==> src/rtl/core/xtea_pkg.sv <==
package xtea_pkg;

    // Number of half-rounds; an odd count is rounded down to whole rounds.
    localparam int HALF_ROUNDS = 64;
    localparam int FULL_ROUNDS = HALF_ROUNDS / 2;
    localparam int ROUND_W     = (FULL_ROUNDS > 1) ? $clog2(FULL_ROUNDS) : 1;
    localparam logic [ROUND_W-1:0] LAST_ROUND = ROUND_W'(FULL_ROUNDS - 1);

    localparam int WORD_W = 32;
    localparam logic [WORD_W-1:0] DELTA = 32'h9E37_79B9;
    // Starting sum for decryption: delta times the round count, modulo 2^32.
    localparam logic [63:0] DEC_SUM_WIDE = 64'(DELTA) * 64'(FULL_ROUNDS);
    localparam logic [WORD_W-1:0] DEC_SUM_INIT = DEC_SUM_WIDE[WORD_W-1:0];

    // Configuration register indexes.
    localparam int CFG_INDEX_W = 2;
    localparam logic [CFG_INDEX_W-1:0] CFG_KEY_ZERO  = 2'd0;
    localparam logic [CFG_INDEX_W-1:0] CFG_KEY_ONE   = 2'd1;
    localparam logic [CFG_INDEX_W-1:0] CFG_KEY_TWO   = 2'd2;
    localparam logic [CFG_INDEX_W-1:0] CFG_KEY_THREE = 2'd3;

    // Command codes.
    localparam logic CMD_ENCRYPT = 1'b0;
    localparam logic CMD_DECRYPT = 1'b1;

    typedef logic [3:0][WORD_W-1:0] key_array_t;

    // Working state of one block between rounds.
    typedef struct packed {
        logic [WORD_W-1:0] v0;
        logic [WORD_W-1:0] v1;
        logic [WORD_W-1:0] sum;
    } round_state_t;

endpackage

==> src/rtl/core/xtea_round.sv <==
module xtea_round (
    input  xtea_pkg::round_state_t cur,
    input  logic                   decrypt,
    input  xtea_pkg::key_array_t   keys,
    output xtea_pkg::round_state_t nxt
);
    import xtea_pkg::*;

    function automatic logic [WORD_W-1:0] mix(input logic [WORD_W-1:0] v);
        return ((v << 4) ^ (v >> 5)) + v;
    endfunction

    logic [WORD_W-1:0] sum_lo;
    logic [WORD_W-1:0] sum_hi;
    logic [WORD_W-1:0] key_lo;
    logic [WORD_W-1:0] key_hi;
    logic [WORD_W-1:0] enc_v0;
    logic [WORD_W-1:0] dec_v1;

    // The first half-round of a round uses the lower sum, the second the
    // sum one delta higher; decryption walks the same pair downwards.
    assign sum_lo = decrypt ? (cur.sum - DELTA) : cur.sum;
    assign sum_hi = decrypt ? cur.sum : (cur.sum + DELTA);
    assign key_lo = sum_lo + keys[sum_lo[1:0]];
    assign key_hi = sum_hi + keys[sum_hi[12:11]];

    assign enc_v0 = cur.v0 + (mix(cur.v1) ^ key_lo);
    assign dec_v1 = cur.v1 - (mix(cur.v0) ^ key_hi);

    always_comb
    begin
        if (decrypt)
        begin
            nxt.v1  = dec_v1;
            nxt.v0  = cur.v0 - (mix(dec_v1) ^ key_lo);
            nxt.sum = sum_lo;
        end
        else
        begin
            nxt.v0  = enc_v0;
            nxt.v1  = cur.v1 + (mix(enc_v0) ^ key_hi);
            nxt.sum = sum_hi;
        end
    end

endmodule

==> src/rtl/core/xtea_block_cipher_core.sv <==
// Channel   Handshake             Payload
// input     in_valid / in_ready   command, first_word, second_word, last_block
// output    out_valid / out_ready out_first_word, out_second_word, out_last_block
// config    cfg_valid / cfg_ready cfg_index, cfg_data (key words zero to three)
//
// A word is taken and then runs 32 rounds, one full round (two half-rounds)
// per clock through the single round unit; the next input word is only taken
// once the previous one has left the round unit after its last round.
// The result sits in an output register, so a new word is taken while an old
// result still waits; only the last round stalls when that register is full.
// Reset clears the control state and the four key words; cfg_ready is always high.
module xtea_block_cipher_core (
    input  logic                                clk,
    input  logic                                rst_n,

    input  logic                                in_valid,
    output logic                                in_ready,
    input  logic                                command,
    input  logic [31:0]                         first_word,
    input  logic [31:0]                         second_word,
    input  logic                                last_block,

    output logic                                out_valid,
    input  logic                                out_ready,
    output logic [31:0]                         out_first_word,
    output logic [31:0]                         out_second_word,
    output logic                                out_last_block,

    input  logic                                cfg_valid,
    output logic                                cfg_ready,
    input  logic [xtea_pkg::CFG_INDEX_W-1:0]    cfg_index,
    input  logic [31:0]                         cfg_data
);
    import xtea_pkg::*;

    // Sequencer states.
    localparam logic ST_IDLE = 1'b0;
    localparam logic ST_RUN  = 1'b1;

    logic               state_reg;
    logic               state_next;
    logic [ROUND_W-1:0] round_reg;
    logic [ROUND_W-1:0] round_next;
    round_state_t       work_reg;
    round_state_t       work_next;
    round_state_t       round_out;
    logic               decrypt_reg;
    logic               decrypt_next;
    logic               last_reg;
    logic               last_next;
    key_array_t         key_reg;
    key_array_t         key_next;

    logic               out_valid_reg;
    logic               out_valid_next;
    logic [WORD_W-1:0]  out_v0_reg;
    logic [WORD_W-1:0]  out_v0_next;
    logic [WORD_W-1:0]  out_v1_reg;
    logic [WORD_W-1:0]  out_v1_next;
    logic               out_last_reg;
    logic               out_last_next;

    logic               in_take;
    logic               final_round;
    logic               out_free;
    logic               advance;

    assign in_ready  = (state_reg == ST_IDLE);
    assign cfg_ready = 1'b1;
    assign in_take   = in_valid && in_ready;

    // The output register can take a new result when it is empty or being read.
    assign out_free    = !out_valid_reg || out_ready;
    assign final_round = (round_reg == LAST_ROUND);
    assign advance     = (state_reg == ST_RUN) && (!final_round || out_free);

    xtea_round u_round (
        .cur     (work_reg),
        .decrypt (decrypt_reg),
        .keys    (key_reg),
        .nxt     (round_out)
    );

    // Key registers: a write takes effect at once, even in the middle of a
    // block, so the key is only to be changed while the core is idle.
    always_comb
    begin
        key_next = key_reg;
        if (cfg_valid && cfg_ready)
        begin
            unique case (cfg_index)
                CFG_KEY_ZERO:  key_next[0] = cfg_data;
                CFG_KEY_ONE:   key_next[1] = cfg_data;
                CFG_KEY_TWO:   key_next[2] = cfg_data;
                CFG_KEY_THREE: key_next[3] = cfg_data;
                default:       key_next    = key_reg;
            endcase
        end
    end

    // Round sequencer: load on acceptance, one round per cycle, and a hold on
    // the last round while the previous result has not yet been taken.
    always_comb
    begin
        state_next   = state_reg;
        round_next   = round_reg;
        work_next    = work_reg;
        decrypt_next = decrypt_reg;
        last_next    = last_reg;
        unique case (state_reg)
            ST_IDLE:
            begin
                if (in_take)
                begin
                    state_next   = ST_RUN;
                    round_next   = '0;
                    work_next.v0 = first_word;
                    work_next.v1 = second_word;
                    work_next.sum = (command == CMD_DECRYPT) ? DEC_SUM_INIT : '0;
                    decrypt_next = (command == CMD_DECRYPT);
                    last_next    = last_block;
                end
            end
            ST_RUN:
            begin
                if (advance)
                begin
                    work_next  = round_out;
                    round_next = round_reg + ROUND_W'(1);
                    if (final_round)
                    begin
                        state_next = ST_IDLE;
                    end
                end
            end
            default:
            begin
                state_next = ST_IDLE;
            end
        endcase
    end

    // Output register.
    always_comb
    begin
        out_valid_next = out_valid_reg && !out_ready;
        out_v0_next    = out_v0_reg;
        out_v1_next    = out_v1_reg;
        out_last_next  = out_last_reg;
        if (advance && final_round)
        begin
            out_valid_next = 1'b1;
            out_v0_next    = round_out.v0;
            out_v1_next    = round_out.v1;
            out_last_next  = last_reg;
        end
    end

    always_ff @(posedge clk or negedge rst_n)
    begin
        if (!rst_n)
        begin
            state_reg     <= ST_IDLE;
            round_reg     <= '0;
            out_valid_reg <= 1'b0;
            key_reg       <= '0;
        end
        else
        begin
            state_reg     <= state_next;
            round_reg     <= round_next;
            out_valid_reg <= out_valid_next;
            key_reg       <= key_next;
        end
    end

    // Payload registers carry no reset.
    always_ff @(posedge clk)
    begin
        work_reg     <= work_next;
        decrypt_reg  <= decrypt_next;
        last_reg     <= last_next;
        out_v0_reg   <= out_v0_next;
        out_v1_reg   <= out_v1_next;
        out_last_reg <= out_last_next;
    end

    assign out_valid       = out_valid_reg;
    assign out_first_word  = out_v0_reg;
    assign out_second_word = out_v1_reg;
    assign out_last_block  = out_last_reg;

endmodule

==> config.mk <==
export PLATFORM = sky130hd
export DESIGN_NAME = xtea_block_cipher_core
export DESIGN_NICKNAME = d
export VERILOG_FILES = /design/src/rtl/core/xtea_pkg.sv /design/src/rtl/core/xtea_round.sv /design/src/rtl/core/xtea_block_cipher_core.sv
export SDC_FILE = /design/constraint.sdc
export NUM_CORES = 1
export LEC_CHECK = 0
export BUFFER_PORTS_ARGS = -buffer_cell sky130_fd_sc_hd__buf_2
export CORE_UTILIZATION = 30
export DETAILED_ROUTE_END_ITERATION = 8
export PLACE_DENSITY = 0.45
export RECOVER_POWER = 100
export SLEW_MARGIN = 20
export SYNTH_ARGS = -nofsm -noshare
export SYNTH_HDL_FRONTEND = slang
export SYNTH_SLANG_ARGS = --single-unit
export TNS_END_PERCENT = 50
==> constraint.sdc <==
create_clock -name clk -period 13.8 [get_ports clk]
set_input_delay 2.76 -clock clk [delete_from_list [all_inputs] [get_ports clk]]
set_output_delay 2.76 -clock clk [all_outputs]
set_load 0.05 [all_outputs]
-- Yosys cells after proc, flatten, opt, wreduce, memory -nomap -nowiden
Index checks and enable logic that the tools add are counted.
- register bits: 298
- bits in latches: 0
- RAM bits: 0
- ROM bits: 0
- output and inout bits: 68
- logic and storage cells: 80
- memories kept: 0
- $add $sub $neg: 13
- multiply operators: 0
- div/mod/pow operators: 0
- order comparisons: 2
- equal/unequal tests: 6
- shift-type cells: 0
- multiplexer cells: 19
- bitwise logic cells: 9
- reduce and logical (&&, ||, !) cells: 16
- operators by type and width (operator ; number):
    96-bit 2-to-1 mux ; 3
    32-bit adder ; 8
    96-bit one-hot mux with 2 select lines ; 1
    32-bit 2-to-1 mux ; 5
    32-bit binary-select mux with 2-bit select ; 2
    32-bit by 27-bit XOR with 32-bit output ; 4
    32-bit XOR ; 4
    32-bit subtractor ; 2
    32-bit adder (second input constant) ; 1
    32-bit subtractor (second input constant) ; 1
    2-bit AND reduction ; 6
    5-bit 2-to-1 mux ; 2
    5-bit one-hot mux with 2 select lines ; 1
    2-bit by 3-bit less-than comparator with 1-bit output (second input constant) ; 2
    5-bit by 1-bit adder with 5-bit output (second input constant) ; 1
    5-bit == test (second input constant) ; 1
    2-bit == test (second input constant) ; 2
    1-bit logical AND ; 4
    1-bit 2-to-1 mux ; 4
    2-bit by 1-bit != test with 1-bit output (second input constant) ; 2
    1-bit logical NOT ; 3
    2-bit by 1-bit == test with 1-bit output (second input constant) ; 1
    2-bit logical NOT ; 1
    1-bit logical OR ; 2
    2 further kinds ; 2

-- Depth between registers and ports, before layout
Gate-level depths: netlist of run 1.
- depth after elaboration: 14
- mapped depth: 52
- mapped depth without buffers: 52

-- By module
A second synthesis of run 1 with hierarchy kept.
- cells, all modules: 3199
- area, all modules: 31176.2 µm²
- by module, submodules not included (module ; instances ; cells each ; area each (µm²) ; seq. area each (µm²)):
    xtea_round ; 1 ; 2600 ; 20156.8 ; 0.0
    xtea_block_cipher_core ; 1 ; 599 ; 11019.3 ; 8272.9

-- Least setup slack after synthesis of run 1
Ideal clock, no wire load.
- path kind: register -> register
- start point: reg work_reg[5] (netlist bit)
- end point: reg work_reg[95] (netlist bit) (data pin)
- data arrival time: 10.429 ns
- required time: 13.540 ns
- slack: 3.111 ns
- stages on the path, launching flop included: 50
- buffers on the path: 3
- cells stage by stage: edfxtp_1 buf_2 or3_1 o21ai_2 nand4_1 o311ai_2 clkbuf_1 mux4_2 ha_1 fa_1 a21o_1 a21oi_1 o21ai_0 a31o_2 a21oi_1 nor2b_1 o21ai_0 nand2b_1 [14 not listed] a21oi_1 o21ai_0 o21bai_1 xnor2_1 xor2_1 ha_1 clkbuf_1 a21o_1 a21oi_1 o21ai_0 or3_1 a41oi_1 o211ai_1 a221o_1 a31oi_1 xnor3_1 mux2i_1 o2bb2ai_1
- RTL lines (item ; line ; text):
    start, declared ; xtea_block_cipher_core.sv:44 ; round_state_t work_reg;
    start signal, assigned ; xtea_block_cipher_core.sv:180 ; work_reg <= work_next;

==> results of run 1 <==
-- worst paths after layout --
kind / startpoint / end
setup / recovery: work_reg[0]$_SDFFCE_PN0P_ / work_reg[95]$_DFFE_PP_
hold / removal: last_reg$_DFFE_PP_ / out_last_block$_DFFE_PP_
setup reg to reg: work_reg[0]$_SDFFCE_PN0P_ / work_reg[95]$_DFFE_PP_
hold reg to reg: last_reg$_DFFE_PP_ / out_last_block$_DFFE_PP_
max in group asynchronous: rst_n / state_reg$_DFF_PN0_
min in group asynchronous: rst_n / key_reg[29]$_DFFE_PN0P_
-- per-stage QoR --
stage | hold slack [ns] | util [%]
floorplan | 0.4003 | -
global placement | 0.4023 | 32.78
detailed placement | 0.4107 | 32.78
CTS | 0.4190 | 34.16
global route | 0.4305 | 34.00
finish | 0.4201 | 34.01
-- layout by cell type, fill, tap and decap left out, types with 52 or more instances in the layout --
| cell type | Yosys | final |
|---|---|---|
| buf_2 | 8 | 99 |
| a21o_1 | 136 | 136 |
| inv_1 | 107 | 104 |
| nand2_1 | 342 | 342 |
| a31oi_1 | 67 | 67 |
| mux2_2 | 207 | 179 |
| nand3_1 | 52 | 52 |
| a21oi_1 | 287 | 287 |
| nor2_1 | 194 | 194 |
| clkbuf_1 | 86 | 85 |
| xor2_1 | 205 | 205 |
| xnor2_1 | 371 | 369 |
| ha_1 | 317 | 317 |
| nor3_1 | 52 | 52 |
| edfxtp_1 | 163 | 163 |
| nand2b_1 | 55 | 55 |
| o21ai_0 | 159 | 163 |
| dfrtp_1 | 135 | 134 |
-- metal layers --
metal / global-route usage, % / vias up
met5: 0 / -
met4: 4.358 / 4
met3: 2.489 / 119
met2: 33.18 / 661
met1: 30.53 / 12930
li1: - / 13000
-- cells by family after synthesis --
group,count (synthesis)
compound gates,931
xor+xnor,585
fa+ha+maj,327
buf+inv,220
flops,298
mux,247
other cells,1
simple gates,882
-- final cells by class --
class | instances | share of cell area, %
clock inverter | 26 | 0.7883
clock buffer | 50 | 3.259
antenna | 2 | 0.01414
tap | 1380 | 4.878
sequential | 298 | 23.38
timing repair buffer | 201 | 2.694
inverter | 109 | 1.163
multi-input combinational | 2973 | 63.82
==> flow_summary.json, run 1 <==
{
  "status": "finished, violations left",
  "violations": "capacitance limit, slew limit",
  "cp.arrival_ns": 13.26,
  "initial_core_util_pct": 30.45,
  "avgRoutedWirePerCell_um": 22.81,
  "drt_iter0_drc": 1982,
  "synth_top_family_by_area": "compound AO/OA/AOI/OAI gates",
  "cts_inserted_buffers": 41,
  "setup_violations": 0,
  "cts_tree": "yes",
  "crit_cells": 49,
  "stdcell_area_sq_um": 35400,
  "antenna_found_initial": 4,
  "r2r_setup_slack_ns": 0.93,
  "design.core.area_sq_um": 104100,
  "worstMarginPinSlew_ns": 4.285,
  "wl_met1_mm": 56.47,
  "synth-xor-area-share_pct": 16.55,
  "yosys.area_share.simple_pct": 12.95,
  "clk_latency_ns": 0.64,
  "startpoint_type": "flip-flop",
  "syn-num-nets": 3923,
  "finalWeightedCongestion": 0.9274,
  "dp_hpwl_mm": 91.33,
  "finalHoldViolCount": 0,
  "route.met3.wl_mm": 5.845,
  "nFillCells": 10890,
  "ys_top_cells_by_area": "edfxtp_1 15%, ha_1 13%, dfrtp_1 11%",
  "synth_compound_area_share_pct": 18.75,
  "final_layout_size_suffix_gt1_share_pct": 11.87,
  "min_period_over_period_pct": 93.28,
  "synth_common_cells": "371 x xnor2_1, 342 x nand2_1, 317 x ha_1",
  "reg2regPathDepth": 49,
  "io_buffer_count": 171,
  "highest_layer": "met5",
  "ys_warn_count": 0,
  "critPathTopFamily": "compound AO/OA/AOI/OAI gates",
  "yosys.area.top_type": "edfxtp_1",
  "crit_type": "flip-flop to flip-flop",
  "setup_tns_ns": 0,
  "max_stage_delay_ns": 0.56,
  "place_ws_ns": 1.130,
  "die_area_sq_um": 107000,
  "area_growth_pct": 11.66,
  "placed_cell_area_sq_um": 34120,
  "final_nets": 4056,
  "cts-root-buf": "clkbuf_16",
  "grt_max_degree": 79,
  "skew_ns": 0.03857,
  "synth_edf_count": 163,
  "synthCells": 3491,
  "drc": 0,
  "post-route-min-period_ns": 12.87,
  "largest_reg_flops": 128,
  "dr_wl_met2_mm": 50.30,
  "hold_path.class": "flip-flop to flip-flop",
  "required_ns": 14.19,
  "synth.area.mux_share_pct": 9.840,
  "crit_path_end_kind": "flip-flop",
  "vias_per_cell": 5.302,
  "seqCellArea_sq_um": 8277,
  "max_freq_mhz": 77.69,
  "syn-cell-area_sq_um": 31700,
  "cts.path.max_buffers": 3,
  "layout_setup_ws_ns": 0.9278,
  "critPathSlowestCell": "xnor2_1",
  "drv_cap": 11,
  "cts-hold-fix-buffers": 0,
  "final_cells": 5039,
  "synth_fa_ha_area_share_pct": 13.14,
  "htreeDepth": 2,
  "io_pins": 173,
  "crit_buf_inv": 1,
  "synth_ff_type": "edfxtp_1",
  "rsz0062_at_grt": "false",
  "slew_headroom_pct": -185.7,
  "maxSlewViolCount": 467,
  "syn_area_per_cell_sq_um": 9.080,
  "synth_cell_types": 88,
  "synth_top_area_share_pct": 15.44,
  "dieHeight_um": 327.1,
  "clk_pin_slew_worst_paths_ns": 0.06,
  "cts.sink_count": 298,
  "totalWireLength_mm": 115.0,
  "hold_depth": 0,
  "ant_nets": 0,
  "grt_pass1_vias": 26110,
  "multi_input_area_sq_um": 22590,
  "crit_fanout": 9,
  "synthArstFlopShare_pct": 45.30,
  "synth-seq-cells": 298,
  "chipWidth_um": 327.1,
  "drt_pass1_iterations": 7,
  "rows": 118,
  "postCtsSetupBuffers": 0,
  "ys_seq_area_share_pct": 26.10,
  "grt-ovfl-total": 0,
  "yosysMostFrequentCell": "xnor2_1",
  "cts_resized": 0,
  "numPlacedInstances": 4961,
  "grtUsageTotal_pct": 21.00,
  "grt_pass1_wl_mm": 169.0,
  "vias": 26720
}
Power of run 1 is not shown: default switching activity piles up to over one toggle a cycle in this logic, so the estimate is an artifact.
==> run 2, diff against run 1 <==
--- a/config.mk
+++ b/config.mk
@@ -8,5 +8,7 @@
 export BUFFER_PORTS_ARGS = -buffer_cell sky130_fd_sc_hd__buf_2
+export CELL_PAD_IN_SITES_DETAIL_PLACEMENT = 1
+export CELL_PAD_IN_SITES_GLOBAL_PLACEMENT = 1
 export CORE_UTILIZATION = 30
 export DETAILED_ROUTE_END_ITERATION = 8
-export PLACE_DENSITY = 0.45
+export PLACE_DENSITY = 0.55
 export RECOVER_POWER = 100
--- a/constraint.sdc
+++ b/constraint.sdc
@@ -3,2 +3,2 @@
 set_output_delay 2.76 -clock clk [all_outputs]
-set_load 0.05 [all_outputs]
+set_load 0.005 [all_outputs]
==> flow_summary.json, run 2 (same netlist as run 1, synthesis figures left out) <==
{
  "status": "finished, violations left",
  "violations": "capacitance limit, slew limit",
  "vias_per_cell": 5.363,
  "fin_hold_ws_ns": 0.4206,
  "crit_start": "work_reg[0]$_SDFFCE_PN0P_",
  "holdCritStartpoint": "last_reg$_DFFE_PP_",
  "maxSlewViolCount": 438,
  "drt_iter0_drc": 1584,
  "final_nets": 4055,
  "antenna_found_initial": 5,
  "cts.sink_count": 298,
  "cp.arrival_ns": 13.35,
  "setup_violations": 0,
  "finalHoldViolCount": 0,
  "area_growth_pct": 11.60,
  "initial_core_util_pct": 30.45,
  "post-route-min-period_ns": 12.98,
  "chipWidth_um": 327.1,
  "drv_cap": 10,
  "multi_input_area_sq_um": 22600,
  "worstMarginPinSlew_ns": 5.167,
  "slew_headroom_pct": -244.5,
  "antenna_cells": 0,
  "dieHeight_um": 327.1,
  "grt-ovfl-total": 0,
  "drc": 0,
  "clk_latency_ns": 0.65,
  "grt_max_degree": 95,
  "final_cell_mix": "368 x xnor2_1, 342 x nand2_1, 317 x ha_1",
  "crit_top_cell": "a21o_1",
  "final_layout_size_suffix_gt1_share_pct": 12.87,
  "totalWireLength_mm": 120.6,
  "critPathSlowestCell": "xnor2_1",
  "cts_tree": "yes",
  "critPathTopFamily": "compound AO/OA/AOI/OAI gates",
  "finalWeightedCongestion": 0.9364,
  "required_ns": 14.17,
  "postCtsSetupBuffers": 0,
  "cts.path.max_buffers": 3,
  "grtUsageTotal_pct": 22.16,
  "design.core.area_sq_um": 104100,
  "seqCellArea_sq_um": 8273,
  "clk_pin_slew_worst_paths_ns": 0.06,
  "max_stage_delay_ns": 0.80,
  "startpoint_type": "flip-flop",
  "cts_resized": 0,
  "nFillCells": 12180,
  "drt_pass1_iterations": 5,
  "grt_pass1_wl_mm": 178.6,
  "largest_reg_flops": 128,
  "rsz0062_at_grt": "false",
  "vias": 26990,
  "cts-root-buf": "clkbuf_16",
  "cts_inserted_buffers": 41,
  "rows": 118,
  "io_pins": 173,
  "hold_path.class": "flip-flop to flip-flop",
  "max_freq_mhz": 77.05,
  "layout_commonest_cell": "xnor2_1",
  "crit_fanout": 26,
  "setup_tns_ns": 0,
  "htreeDepth": 2,
  "crit_type": "flip-flop to flip-flop",
  "io_buffer_count": 171,
  "min_period_over_period_pct": 94.05,
  "r2r-start": "work_reg[0]$_SDFFCE_PN0P_",
  "crit_buf_inv": 1,
  "crit_path_end_kind": "flip-flop",
  "avgRoutedWirePerCell_um": 23.97,
  "skew_ns": 0.04022,
  "cts-hold-fix-buffers": 0,
  "dp_hpwl_mm": 96.62,
  "die_area_sq_um": 107000,
  "grt_pass1_vias": 27650,
  "ant_nets": 0
}
==> run 2: final timing paths <==
| path | slack, ns | cells past startpoint | end |
|---|---|---|---|
| setup / recovery | 0.82 | 48 | work_reg[95]$_DFFE_PP_ |
| hold / removal | 0.42 | 0 | out_last_block$_DFFE_PP_ |
| setup reg to reg | 0.82 | 48 | work_reg[95]$_DFFE_PP_ |
| hold reg to reg | 0.42 | 0 | out_last_block$_DFFE_PP_ |
| max in group asynchronous | 5.71 | 2 | key_reg[110]$_DFFE_PN0P_ |
| min in group asynchronous | 4.01 | 1 | key_reg[26]$_DFFE_PN0P_ |
==> run 2: layer usage <==
layer | up-vias | wire [um] | global-route usage, %
li1 | 13010 | - | -
met1 | 13370 | 59980 | 32.23
met2 | 514 | 53520 | 35.05
met3 | 101 | 5243 | 2.652
met4 | 0 | 1888 | 4.409
met5 | - | 0 | 0
==> run 2: through the flow <==
step / instance area (sq um) / util (%) / setup WS, ns / std cells
detailed placement: 34120 / 32.78 / 0.6785 / 4960
CTS: 35480 / 34.09 / 0.6695 / 5033
finish: 35380 / 33.99 / 0.8213 / 5033
global route: 35380 / 33.99 / 0.1044 / 5033
global placement: 34120 / 32.78 / 0.7811 / 4960
floorplan: 31700 / - / 3.111 / 3491
==> run 2: cell type report <==
class,count,share of cell area [%]
Clock buffer,55,3.254
Clock inverter,18,0.6083
Inverter,109,1.164
Multi-Input combinational cell,2973,63.89
Sequential cell,298,23.39
Tap cell,1380,4.881
Timing Repair Buffer,200,2.815
==> run 2: worst reg2reg max path, delay by kind of cell, from the launching register on <==
| kind | cells | cell delay, ns |
|---|---|---|
| AO/OA/AOI/OAI | 24 | 5.27 |
| XOR/XNOR | 8 | 2.82 |
| adder cells (fa/ha/maj) | 5 | 1.68 |
| buffers and inverters | 1 | 0.48 |
| flip-flops | 1 | 0.46 |
| multiplexers | 2 | 0.65 |
| AND/OR/NAND/NOR | 8 | 1.40 |
Power of run 2 is left out for the same reason.
